### src/hdl/kalman_scalar_obs_update_top_macros.svh
// assertion macros for the scalar observation update block
`ifndef KALMAN_SCALAR_OBS_UPDATE_TOP_MACROS_SVH
`define KALMAN_SCALAR_OBS_UPDATE_TOP_MACROS_SVH
`define KSOU_ASSERT(label, en, prop, msg) \
  label: assert property (@(posedge clk) disable iff (!rst_n) (en) |-> (prop)) else $error(msg);
`define KSOU_ASSERT_NEXT(label, en, prop, msg) \
  label: assert property (@(posedge clk) disable iff (!rst_n) (en) |=> (prop)) else $error(msg);
`endif

### src/hdl/ksou_pkg.sv
// ---------------------------------------------------------------------------
// ksou_pkg
// types, constants and arithmetic helpers of the observation update
// ---------------------------------------------------------------------------
`default_nettype none
package ksou_pkg;
  localparam int WORD_BITS_DEF = 32;
  localparam int FRACTION_BITS_DEF = 16;
  localparam logic [30:0] OBS_NOISE_RST = 31'd655;
  localparam int FIFO_DEPTH = 4;

  typedef struct packed {
    logic signed [31:0] est_pos;
    logic signed [31:0] est_vel;
    logic signed [31:0] est_base_vel;
    logic [30:0]        cov_00;
    logic signed [31:0] cov_01;
    logic signed [31:0] cov_02;
    logic [30:0]        cov_11;
    logic signed [31:0] cov_12;
    logic [30:0]        cov_22;
    logic signed [31:0] observation;
  } in_item_t;

  typedef struct packed {
    logic signed [31:0] new_pos;
    logic signed [31:0] new_vel;
    logic [30:0]        new_base_vel;
    logic [30:0]        new_cov_00;
    logic signed [31:0] new_cov_01;
    logic signed [31:0] new_cov_02;
    logic signed [31:0] new_cov_11;
    logic signed [31:0] new_cov_12;
    logic signed [31:0] new_cov_22;
  } out_item_t;

  // front-end classification: s is zero, gains all zero
  typedef struct packed {
    in_item_t           item;
    logic               s_zero;
    logic [31:0]        s;
    logic signed [31:0] innov;
  } job_t;

  function automatic logic signed [63:0] sat32(input logic signed [63:0] v);
    if (v > 64'sd2147483647) return 64'sd2147483647;
    if (v < -64'sd2147483648) return -64'sd2147483648;
    return v;
  endfunction

  function automatic logic signed [63:0] rnd(input logic signed [63:0] p,
                                             input int fb);
    logic [63:0] m;
    m = p[63] ? 64'(-p) : 64'(p);
    m = (m + (64'd1 << (fb - 1))) >> fb;
    return p[63] ? -$signed(m) : $signed(m);
  endfunction

  function automatic logic [30:0] clamp31(input logic signed [63:0] v);
    if (v < 0) return '0;
    if (v > 64'sd2147483647) return 31'h7fffffff;
    return v[30:0];
  endfunction
endpackage
`default_nettype wire

### src/hdl/ksou_front.sv
// ---------------------------------------------------------------------------
// ksou_front
// accepts items, forms s and the innovation, queues jobs for the back end
// ---------------------------------------------------------------------------
`default_nettype none
module ksou_front (
  input  wire logic             clk,
  input  wire logic             rst_n,
  input  wire logic [30:0]      obs_noise,
  input  wire logic             in_valid,
  output logic                  in_ready,
  input  wire ksou_pkg::in_item_t in_data,
  output logic                  job_valid,
  input  wire logic             job_ready,
  output ksou_pkg::job_t        job_data
);
  import ksou_pkg::*;
  localparam int AW = $clog2(FIFO_DEPTH);
  job_t            mem [FIFO_DEPTH];
  logic [AW-1:0]   wp_r, wp_nxt, rp_r, rp_nxt;
  logic [AW:0]     cnt_r, cnt_nxt;
  job_t            job_w;
  logic            push, pop;
  logic signed [63:0] e;

  always_comb begin
    job_w.item = in_data;
    job_w.s = {1'b0, in_data.cov_00} + {1'b0, obs_noise};
    job_w.s_zero = (job_w.s == '0);
    e = sat32(64'(in_data.observation) - 64'(in_data.est_pos));
    job_w.innov = e[31:0];
  end

  assign in_ready = (cnt_r != (AW+1)'(FIFO_DEPTH));
  assign job_valid = (cnt_r != '0);
  assign job_data = mem[rp_r];
  assign push = in_valid && in_ready;
  assign pop = job_valid && job_ready;
  assign wp_nxt = push ? wp_r + 1'b1 : wp_r;
  assign rp_nxt = pop ? rp_r + 1'b1 : rp_r;
  assign cnt_nxt = cnt_r + (AW+1)'(push) - (AW+1)'(pop);

  always_ff @(posedge clk) begin
    if (push) mem[wp_r] <= job_w;
  end

  always_ff @(posedge clk) begin
    if (!rst_n) begin
      wp_r <= '0; rp_r <= '0; cnt_r <= '0;
    end else begin
      wp_r <= wp_nxt; rp_r <= rp_nxt; cnt_r <= cnt_nxt;
    end
  end
endmodule
`default_nettype wire

### config.mk
export PLATFORM = sky130hd
export DESIGN_NAME = ksou_front
export DESIGN_NICKNAME = d
export VERILOG_FILES = /design/src/hdl/kalman_scalar_obs_update_top_macros.svh /design/src/hdl/ksou_pkg.sv /design/src/hdl/ksou_front.sv
export SDC_FILE = /design/constraint.sdc
export NUM_CORES = 1
export LEC_CHECK = 0
export BUFFER_PORTS_ARGS = -buffer_cell sky130_fd_sc_hd__clkbuf_2
export CAP_MARGIN = 20
export CORE_MARGIN = 1
export CORE_UTILIZATION = 40
export CTS_BUF_LIST = sky130_fd_sc_hd__clkbuf_8
export DETAILED_ROUTE_END_ITERATION = 12
export PLACE_DENSITY = 0.59
export SYNTH_ARGS = -nofsm -noshare
export SYNTH_HDL_FRONTEND = slang
export SYNTH_SLANG_ARGS = --single-unit
export TNS_END_PERCENT = 30
### constraint.sdc
create_clock -name clk -period 21.7 [get_ports clk]
set_input_delay 1.085 -clock clk [delete_from_list [all_inputs] [get_ports clk]]
set_output_delay 1.085 -clock clk [all_outputs]
set_load 0.02 [all_outputs]
==> results.yml, run 1 <==
yosys:
  avgSynthCellArea_um2: 22.4
  ys_seq_elements: 1537
  ys_seq_area_share_pct: 77.7
  ys.flop_type: "edfxtp_1"
  synth_top_area_share_pct: 77.4
  synth_cells: 2643
  yosys.area.top_type: "edfxtp_1"
  yosysMostFrequentCell: "edfxtp_1"
  synth_edf_count: 1528
  yosysUniqueCellTypes: 71
  synth_commonest_cells: "1,528 x edfxtp_1, 382 x mux4_2, 73 x clkbuf_1, 69 x ha_1, 64 x a21oi_1"
  synth_nets: 3067
  async_flop_share_pct: 0
  synth-warning-count: 0
  synth.cell_area_um2: 59300
  synth.top_cells.by_area: "edfxtp_1 77%, mux4_2 15%, ha_1 1.5%, a21oi_1 0.54%, xnor2_1 0.47%"
route:
  first_pass_iters: 6
  wl_per_cell_um: 24.5
  via_per_inst: 5.21
  wl_mm: 138
  drt-initial-drc-count: 1785
  route.detailed.drc: 0
  ant_nets: 0
  vias: 29456
global_routing:
  grt_max_degree: 137
  antenna_found_initial: 23
  grt_pass1_wl_mm: 204
  grt.overflow.total: 0
  grt_usage_pct: 18.3
  grt_pass1_vias: 30685
clock_tree:
  cts_setup_buffers: 0
  htreeDepth: 4
  tritoncts: "done"
  cts-root-buf: "clkbuf_8"
  cts_sinks: 1537
  path_clk_slew_ps: 60
  cts_hold_buf: 0
  clock_path_buffers: 3
  cts_buffers: 241
  clk_latency_ps: 920
  cts-resized-gates: 0
worst_setup_path:
  cp.arrival_ps: 5790
  endpoint_kind: "output port"
  path_cells: "buf_4, buf_4, buf_4, buf_4, mux4_2, clkbuf_2"
  cp.required_ps: 20610
  cp_max_fo: 42
  r2r-start: "cnt_r[1]$_SDFF_PN0_"
  critPathMaxStageDelay_ps: 800
  r2r_end: "mem[0][74]$_DFFE_PP_"
  slowest_stage: "buf_4"
  worstRegToRegCells: 6
  cpMostUsedCell: "buf_4"
  start_kind: "register"
  path_class: "register to output port"
  reg2reg_setup_slack_ps: 17450
finish:
  layout.nets: 3970
  drive_above_1_share_pct: 39.1
  areaGrowthSynthToFinish_pct: 17.7
  post_layout_nonfiller_instances: 5657
  multi_input_area_um2: 12700
  fillers: 12258
  seq_area_um2: 46100
floorplanning:
  dieArea_um2: 150000
  dieWidth_um: 387
  core-area_um2: 146000
  num_rows: 140
  io_pins: 736
  initial_core_util_pct: 40.5
  fp.dieH_um: 387
placement:
  hpwlAfterDp_mm: 88.1
  dp_cells: 5220
  post-place-ws_ps: 15450
  portBuffers: 735
  place_congestion: 0.795
hold_path:
  min_to: "mem[2][339]$_DFFE_PP_"
  hold_path.startpoint: "in_data[274]"
  min_path_cells: 1
  hold_class: "input port to register"
sta:
  timing.final.crit_share_pct: 31.7
  rsz0062_at_grt: "false"
  worst_slew_pin_slew_ps: 1300
  finalSetupTns_ps: 0
  final.min_clock_period_ps: 6880
  final_max_slew_viol_count: 0
  fmax_ghz: 0.145
  hold_viol: 0
  fin_worst_skew_ps: 68.6
  setup_slack_ps: 14820
  setup-violations-final: 0
  max_slew_margin_pct: 13.2
flow_run:
  cap_viol_max_count: 0
power_and_ir_drop:
  leakagePower_nw: 23.9
  finalPower_mw: 8.23
  vdd_ir_drop_max_v: 0.0000709
  power.density_nw_per_um2: 118
run_status:
  status: "completed"
==> cell usage in the layout (no fill, tap or decap), types with 13 or more instances in the layout <==
master	Yosys	final
nand3_1	13	13
a21oi_1	64	64
clkinv_1	0	53
clkinv_2	0	20
inv_1	53	146
nor2_1	45	44
clkbuf_2	0	735
a21o_1	37	37
ha_1	69	69
o21ai_1	15	15
and2_1	18	18
xor2_1	20	20
edfxtp_1	1528	1528
xnor2_1	32	32
clkbuf_8	0	246
buf_4	0	28
o21ai_0	45	45
mux4_2	382	382
nand2_1	40	40
==> report_power, final <==
| part | switching, mW | total (mW) | internal (mW) |
|---|---|---|---|
| Sequential | 0.0810 | 3.74 | 3.66 |
| Clock | 1.14 | 2.24 | 1.10 |
| Combinational | 1.41 | 2.25 | 0.838 |
| Total | 2.63 | 8.23 | 5.60 |
==> flip-flops by register name, summed over array words and instances (netlist names), named ones only <==
| name | flops |
|---|---|
| mem | 1528 |
| cnt_r | 3 |
| rp_r | 2 |
| wp_r | 2 |
==> per-layer routing <==
metal	share of wire, %	GRT usage, %	up-vias
met5	0.16	0	-
met4	2.4	5.37	36
met3	8.4	6.34	253
met2	48	28.9	904
met1	41	23.9	15227
li1	-	-	13036
==> worst max-delay path: cells and delay by family, from the launching register on <==
| family | cells | cell delay, ps |
|---|---|---|
| DFF | 1 | 740 |
| muxes | 1 | 590 |
| buffers and inverters | 5 | 3380 |
==> stage by stage <==
stage	area [µm²]	util (%)	hold WS, ps
6_report	69800	47.7	357
5_1_grt	69800	47.7	256
4_1_cts	69800	47.6	214
3_5_place_dp	65300	44.6	508
3_3_place_gp	65300	44.6	508
2_1_floorplan	59300	-	476
==> final cells by class <==
type | instances | area share (%)
inverters | 53 | 0.285
well taps | 1917 | 3.44
clock buffers | 246 | 4.85
repair buffers | 769 | 5.74
multi-input cells | 944 | 18.1
diodes | 5 | 0.0179
flip-flops and latches | 1537 | 66.0
clock inverters | 186 | 1.51
==> cells by family (layout without fill, tap and decap cells) <==
group	after synthesis	in the layout	share of synthesized area, %
AOI/OAI and AO/OA	233	233	2.56
xor gates and xnor gates	52	52	0.768
adders and majority gates	77	77	1.64
buffers and inverters	162	1254	1.03
DFF	1537	1537	77.7
muxes	385	385	14.6
other	0	5	0
and+or+nand+nor	197	197	1.77
==> worst max-delay path by stage <==
stage	endpoint	depth (start not counted)
floorplan	mem[0][0]$_DFFE_PP_	1
global placement	job_data[258]	6
detailed placement	job_data[258]	6
CTS	job_data[258]	6
global route	job_data[258]	6
finish	job_data[258]	6
Power figures use the tool's default switching activity.
==> run 2: changes to the inputs <==
--- a/config.mk
+++ b/config.mk
@@ -11,7 +11,7 @@
 export CORE_UTILIZATION = 40
 export CTS_BUF_LIST = sky130_fd_sc_hd__clkbuf_8
 export DETAILED_ROUTE_END_ITERATION = 12
-export PLACE_DENSITY = 0.59
+export PLACE_DENSITY = 0.61
 export SYNTH_ARGS = -nofsm -noshare
 export SYNTH_HDL_FRONTEND = slang
 export SYNTH_SLANG_ARGS = --single-unit
==> constraint.sdc (replaced) <==
create_clock -name clk -period 5.9 [get_ports clk]
set_input_delay 0.295 -clock clk [delete_from_list [all_inputs] [get_ports clk]]
set_output_delay 0.295 -clock clk [all_outputs]
set_load 0.02 [all_outputs]
==> run 2 against run 1 <==
Net effect:
- critical path depth rose by 8
- count of clock-buffer cells in the layout rose by 34
- power rose to 3.8 times the previous value
- register-to-register slack got worse by 14000 ps
- final cell count rose by 6.3%
- non-clock buffer count rose by 338
- sequential cell count did not move
- core utilization rose by 2.6 points
- cell area rose by 5.4%
- sequential power rose to 3.7 times the previous value
- wire length rose by 2.0%
- largest cell class unchanged
==> results.yml, run 2 (synthesis results as in run 1) <==
run_status:
  status: "completed"
worst_setup_path:
  path_class: "input port to register"
  cp_max_fo: 14
  endpoint_kind: "register"
  start_kind: "input port"
  cp.required_ps: 6550
  cp.arrival_ps: 4660
floorplanning:
  num_rows: 140
  fp.dieH_um: 387
  dieArea_um2: 150000
  core-area_um2: 146000
  dieWidth_um: 387
  io_pins: 736
  initial_core_util_pct: 40.5
global_routing:
  grt_usage_pct: 18.7
  grt_pass1_wl_mm: 210
  grt_max_degree: 128
  grt_pass1_vias: 32746
  grt.overflow.total: 0
  antenna_found_initial: 15
sta:
  final_max_slew_viol_count: 0
  fmax_ghz: 0.250
  final.min_clock_period_ps: 4000
  max_slew_margin_pct: 26.5
  worst_slew_pin_slew_ps: 1100
  holdWs_ps: 114
  fin_worst_skew_ps: 69.7
  hold_viol: 0
  rsz0062_at_grt: "false"
  timing.final.crit_share_pct: 67.9
  setup-violations-final: 0
clock_tree:
  tritoncts: "done"
  htreeDepth: 5
  cts-root-buf: "clkbuf_8"
  clk_latency_ps: 940
  cts_setup_buffers: 0
  cts_buffers: 274
  cts_sinks: 1537
  clock_path_buffers: 4
  path_clk_slew_ps: 60
finish:
  layout.nets: 4341
  fillers: 11938
  top_register: "mem"
  largest_reg_flops: 1528
  seq_area_um2: 46100
  areaGrowthSynthToFinish_pct: 24.0
  most-common-layout-cells: "1,528 x edfxtp_1, 735 x clkbuf_2, 382 x mux4_2"
  drive_above_1_share_pct: 36.5
  final_common_cell: "edfxtp_1"
  multi_input_area_um2: 12700
  largestRegisters: "mem: 1528 flops, cnt_r: 3 flops"
power_and_ir_drop:
  finalPower_mw: 31.0
  leakagePower_nw: 25.5
  power.density_nw_per_um2: 421
  vdd_ir_drop_max_v: 0.000323
route:
  wl_mm: 141
  first_pass_iters: 5
  via_per_inst: 5.15
  ant_nets: 0
  route.detailed.drc: 0
  vias: 30972
  drt-initial-drc-count: 1635
  wl_per_cell_um: 23.5
placement:
  place_congestion: 0.793
  hpwlAfterDp_mm: 89.9
  portBuffers: 735
flow_run:
  cap_viol_max_count: 0
hold_path:
  hold_class: "input port to register"
-- run 2: cell types whose count changed in the layout (fill, tap and decap cells not counted), moves of 5 or more --
cell | previous run | this run
dlygate4sd3_1 | 0 | 332
buf_4 | 28 | 21
buf_12 | 6 | 18
diode_2 | 5 | 13
clkinv_1 | 53 | 48
inv_1 | 146 | 140
inv_12 | 8 | 0
clkbuf_8 | 246 | 280
-- run 2: area by class of cell --
cell class	instances	area share, %
clock inverter	164	1.08
multi-input combinational	944	17.2
sequential	1537	62.6
antenna	13	0.0442
timing repair buffer	1107	10.3
clock buffer	280	5.24
inverter	53	0.270
tap	1917	3.26
-- run 2: final timing paths --
kind                                      startpoint                     to  slack [ps]  cells after the start
worst max-delay path                    in_data[286]    mem[0][4]$_DFFE_PP_        1900                     14
worst min-delay path                    obs_noise[6]   mem[0][38]$_DFFE_PP_         110                      3
worst max register to register   cnt_r[1]$_SDFF_PN0_  mem[0][263]$_DFFE_PP_        3280                      4
worst min register to register  wp_r[1]$_SDFFE_PN0P_   wp_r[1]$_SDFFE_PN0P_         510                      2
-- run 2: worst max-delay path, cell delays in order --
cell and delay, ps:
dlygate4sd3_1 530, clkbuf_2 210, inv_1 60, ha_1 270
nor2b_1 170, o2111ai_1 160, a21oi_1 490, o21ai_1 330
o41ai_2 600, nor3_1 120, a211oi_2 440, nor2_2 280
buf_4 280, o21ai_0 410
-- run 2: per-stage QoR --
step	cells	setup slack (ps)	TNS [ps]	utilization, %	cell area (µm²)
6_report	6015	1900	0	50.2	73600
5_1_grt	6010	1630	0	50.2	73500
4_1_cts	6002	2020	0	50.2	73500
3_5_place_dp	5226	1560	0	44.8	65500
3_3_place_gp	5225	1340	0	44.7	65500
2_1_floorplan	2643	-4310	-3294070	-	59300
-- run 2: timing repair --
action	CTS	global route
endpoints found under the setup margin	0	0
gates resized for setup	0	0
endpoints found under the hold margin	1354	0
hold buffers	332	0
-- run 2: power by group --
| part | leakage [nW] | internal [mW] | switching, mW |
|---|---|---|---|
| registers | 14.1 | 13.4 | 0.308 |
| logic | 8.73 | 3.29 | 5.26 |
| clock network | 2.70 | 4.57 | 4.10 |
| total | 25.5 | 21.3 | 9.66 |
-- run 2: routing by layer --
metal | vias to the layer above | track usage, % | share of wire [%]
met3 | 280 | 5.64 | 7.4
met2 | 1035 | 30.0 | 48
met4 | 4 | 6.60 | 3.0
met5 | - | 0 | 0.016
met1 | 15925 | 24.1 | 41
li1 | 13728 | - | -
==> run 3: changes to the inputs <==
--- a/config.mk
+++ b/config.mk
@@ -11,7 +11,7 @@
 export CORE_UTILIZATION = 40
 export CTS_BUF_LIST = sky130_fd_sc_hd__clkbuf_8
 export DETAILED_ROUTE_END_ITERATION = 12
-export PLACE_DENSITY = 0.61
+export PLACE_DENSITY = 0.59
 export SYNTH_ARGS = -nofsm -noshare
 export SYNTH_HDL_FRONTEND = slang
 export SYNTH_SLANG_ARGS = --single-unit
==> constraint.sdc (replaced) <==
create_clock -name clk -period 4 [get_ports clk]
set_input_delay 0.2 -clock clk [delete_from_list [all_inputs] [get_ports clk]]
set_output_delay 0.2 -clock clk [all_outputs]
set_load 0.02 [all_outputs]
==> run 3 against run 2 <==
Net effect:
- clock skew shrank 2.5 ps
- critical path depth fell by 1
- worst hold slack got worse by 19 ps
- global-route usage is 0.42 points higher
- critical path type unchanged
- critical endpoint is now mem[3][64]$_DFFE_PP_
- largest cell class unchanged
- highest routed layer unchanged
==> results.yml, run 3 (synthesis results as in run 1) <==
worst_setup_path:
  cpMostUsedCell: "nor4_2"
  endpoint_kind: "register"
  cp.arrival_ps: 4400
  critPathMaxStageDelay_ps: 540
  start_kind: "input port"
  r2r_end: "cnt_r[2]$_SDFF_PN0_"
  slowest_stage: "dlygate4sd3_1"
  crit_start: "in_data[193]"
  cp_max_fo: 5
  cp.required_ps: 4690
  timing.critical_path.buf_inv: 3
  path_depth: 13
  crit_end: "mem[3][64]$_DFFE_PP_"
  path_delay_family: "simple AND/OR/NAND/NOR gates"
  reg2reg_setup_slack_ps: 1610
  worstRegToRegCells: 10
  r2r-start: "cnt_r[1]$_SDFF_PN0_"
  path_cells: "dlygate4sd3_1, clkbuf_2, ha_1, and2_1, a221oi_1, a21boi_1, or3_1, a2111oi_0, buf_4, or4b_1, nor4_2, nand4b_1, nor4_2"
  path_class: "input port to register"
finish:
  fillers: 11744
  drive_above_1_share_pct: 35.0
  areaGrowthSynthToFinish_pct: 29.0
  final_common_cell: "edfxtp_1"
  top_register: "mem"
  utilization_pct: 52.3
  most-common-layout-cells: "1,528 x edfxtp_1, 735 x clkbuf_2, 581 x dlygate4sd3_1"
  layout.nets: 4645
  largestRegisters: "mem: 1528 flops, cnt_r: 3 flops"
  largest_reg_flops: 1528
  final_area_um2: 76500
sta:
  setup-violations-final: 0
  timing.final.crit_share_pct: 92.8
  max_slew_margin_pct: 48.4
  hold_viol: 0
  fmax_ghz: 0.270
  final.min_clock_period_ps: 3710
  holdWs_ps: 95.0
  fin_worst_skew_ps: 67.2
  worst_slew_pin_slew_ps: 774
  final_max_slew_viol_count: 0
  rsz0062_at_grt: "false"
power_and_ir_drop:
  vdd_ir_drop_max_v: 0.000435
  power.density_nw_per_um2: 600
  leakagePower_nw: 26.8
clock_tree:
  cts-root-buf: "clkbuf_8"
  cts_setup_buffers: 0
  cts_sinks: 1537
  tritoncts: "done"
  cts_buffers: 275
  clk_latency_ps: 920
  path_clk_slew_ps: 60
  clock_path_buffers: 4
  htreeDepth: 5
placement:
  place_area_um2: 66100
  portBuffers: 735
  hpwlAfterDp_mm: 92.6
  place_congestion: 0.820
floorplanning:
  core-area_um2: 146000
  io_pins: 736
  dieWidth_um: 387
  fp.dieH_um: 387
  dieArea_um2: 150000
  initial_core_util_pct: 40.5
  num_rows: 140
global_routing:
  grt.overflow.total: 0
  grt_pass1_vias: 34103
  grt_usage_pct: 19.1
  grt_max_degree: 85
  grt_pass1_wl_mm: 216
  antenna_found_initial: 21
route:
  route.detailed.drc: 0
  wl_per_cell_um: 22.7
  via_per_inst: 5.10
  drt-initial-drc-count: 2006
  vias: 32189
  wl_mm: 144
  first_pass_iters: 5
  ant_nets: 0
run_status:
  status: "completed"
flow_run:
  cap_viol_max_count: 0
hold_path:
  hold_class: "input port to register"
  min_path_cells: 2
run 3: worst register-to-register path: stages (launching register included):
cell and delay, ps:
dfxtp_1 350, or3_1 400, and2_1 220, ha_1 280, inv_1 50, ha_1 120
inv_1 50, fa_1 400, xnor2_1 150, xnor2_1 120, and2_1 150
run 3: final cells by class:
class / instances / area (µm²) / share of cell area (%)
Sequential cell: 1537 / 46100 / 60.2
Multi-Input combinational cell: 944 / 12700 / 16.5
Timing Repair Buffer: 1410 / 10600 / 13.8
Clock buffer: 280 / 3850 / 5.04
Tap cell: 1917 / 2400 / 3.13
Clock inverter: 159 / 721 / 0.942
Inverter: 53 / 199 / 0.260
Antenna cell: 17 / 42.5 / 0.0556
run 3: worst min path at each step:
stage            startpoint               endpoint  slack (ps)
3_5_place_dp   in_data[105]  mem[3][170]$_DFFE_PP_         420
3_3_place_gp   in_data[282]  mem[2][347]$_DFFE_PP_         420
2_1_floorplan   in_data[35]  mem[0][100]$_DFFE_PP_         300
6_report       in_data[258]  mem[2][323]$_DFFE_PP_         100
5_1_grt        in_data[113]  mem[3][178]$_DFFE_PP_          20
4_1_cts        in_data[100]  mem[0][165]$_DFFE_PP_         0.2
run 3: timing repair:
item,4_1_cts,5_1_grt
hold endpoints to repair,1461,0
hold buffers,581,0
gates resized for setup,0,0
endpoints found under the setup margin,0,0
run 3: through the flow:
stage	setup TNS [ps]	std cells	total power [mW]	setup WS, ps
floorplan	-2724560	2643	28.8	-1780
finish	0	6317	45.9	290
global route	0	6310	47.9	108
CTS	0	6300	46.6	387
detailed placement	-101	5280	33.4	-25.3
global placement	-6.20	5280	33.3	-1.56
run 3: routing by layer:
metal / vias up / GRT usage, % / wire [µm]
met3: 306 / 6.35 / 11500
met4: 10 / 6.83 / 4430
li1: 14375 / - / -
met5: - / 0 / 66
met1: 16441 / 24.7 / 59800
met2: 1057 / 30.1 / 67800
run 3: where the power goes:
part | internal, mW | leakage (nW) | switching [mW]
combinational | 5.21 | 10.1 | 7.92
sequential | 19.8 | 14.1 | 0.398
clock | 6.61 | 2.66 | 6.00
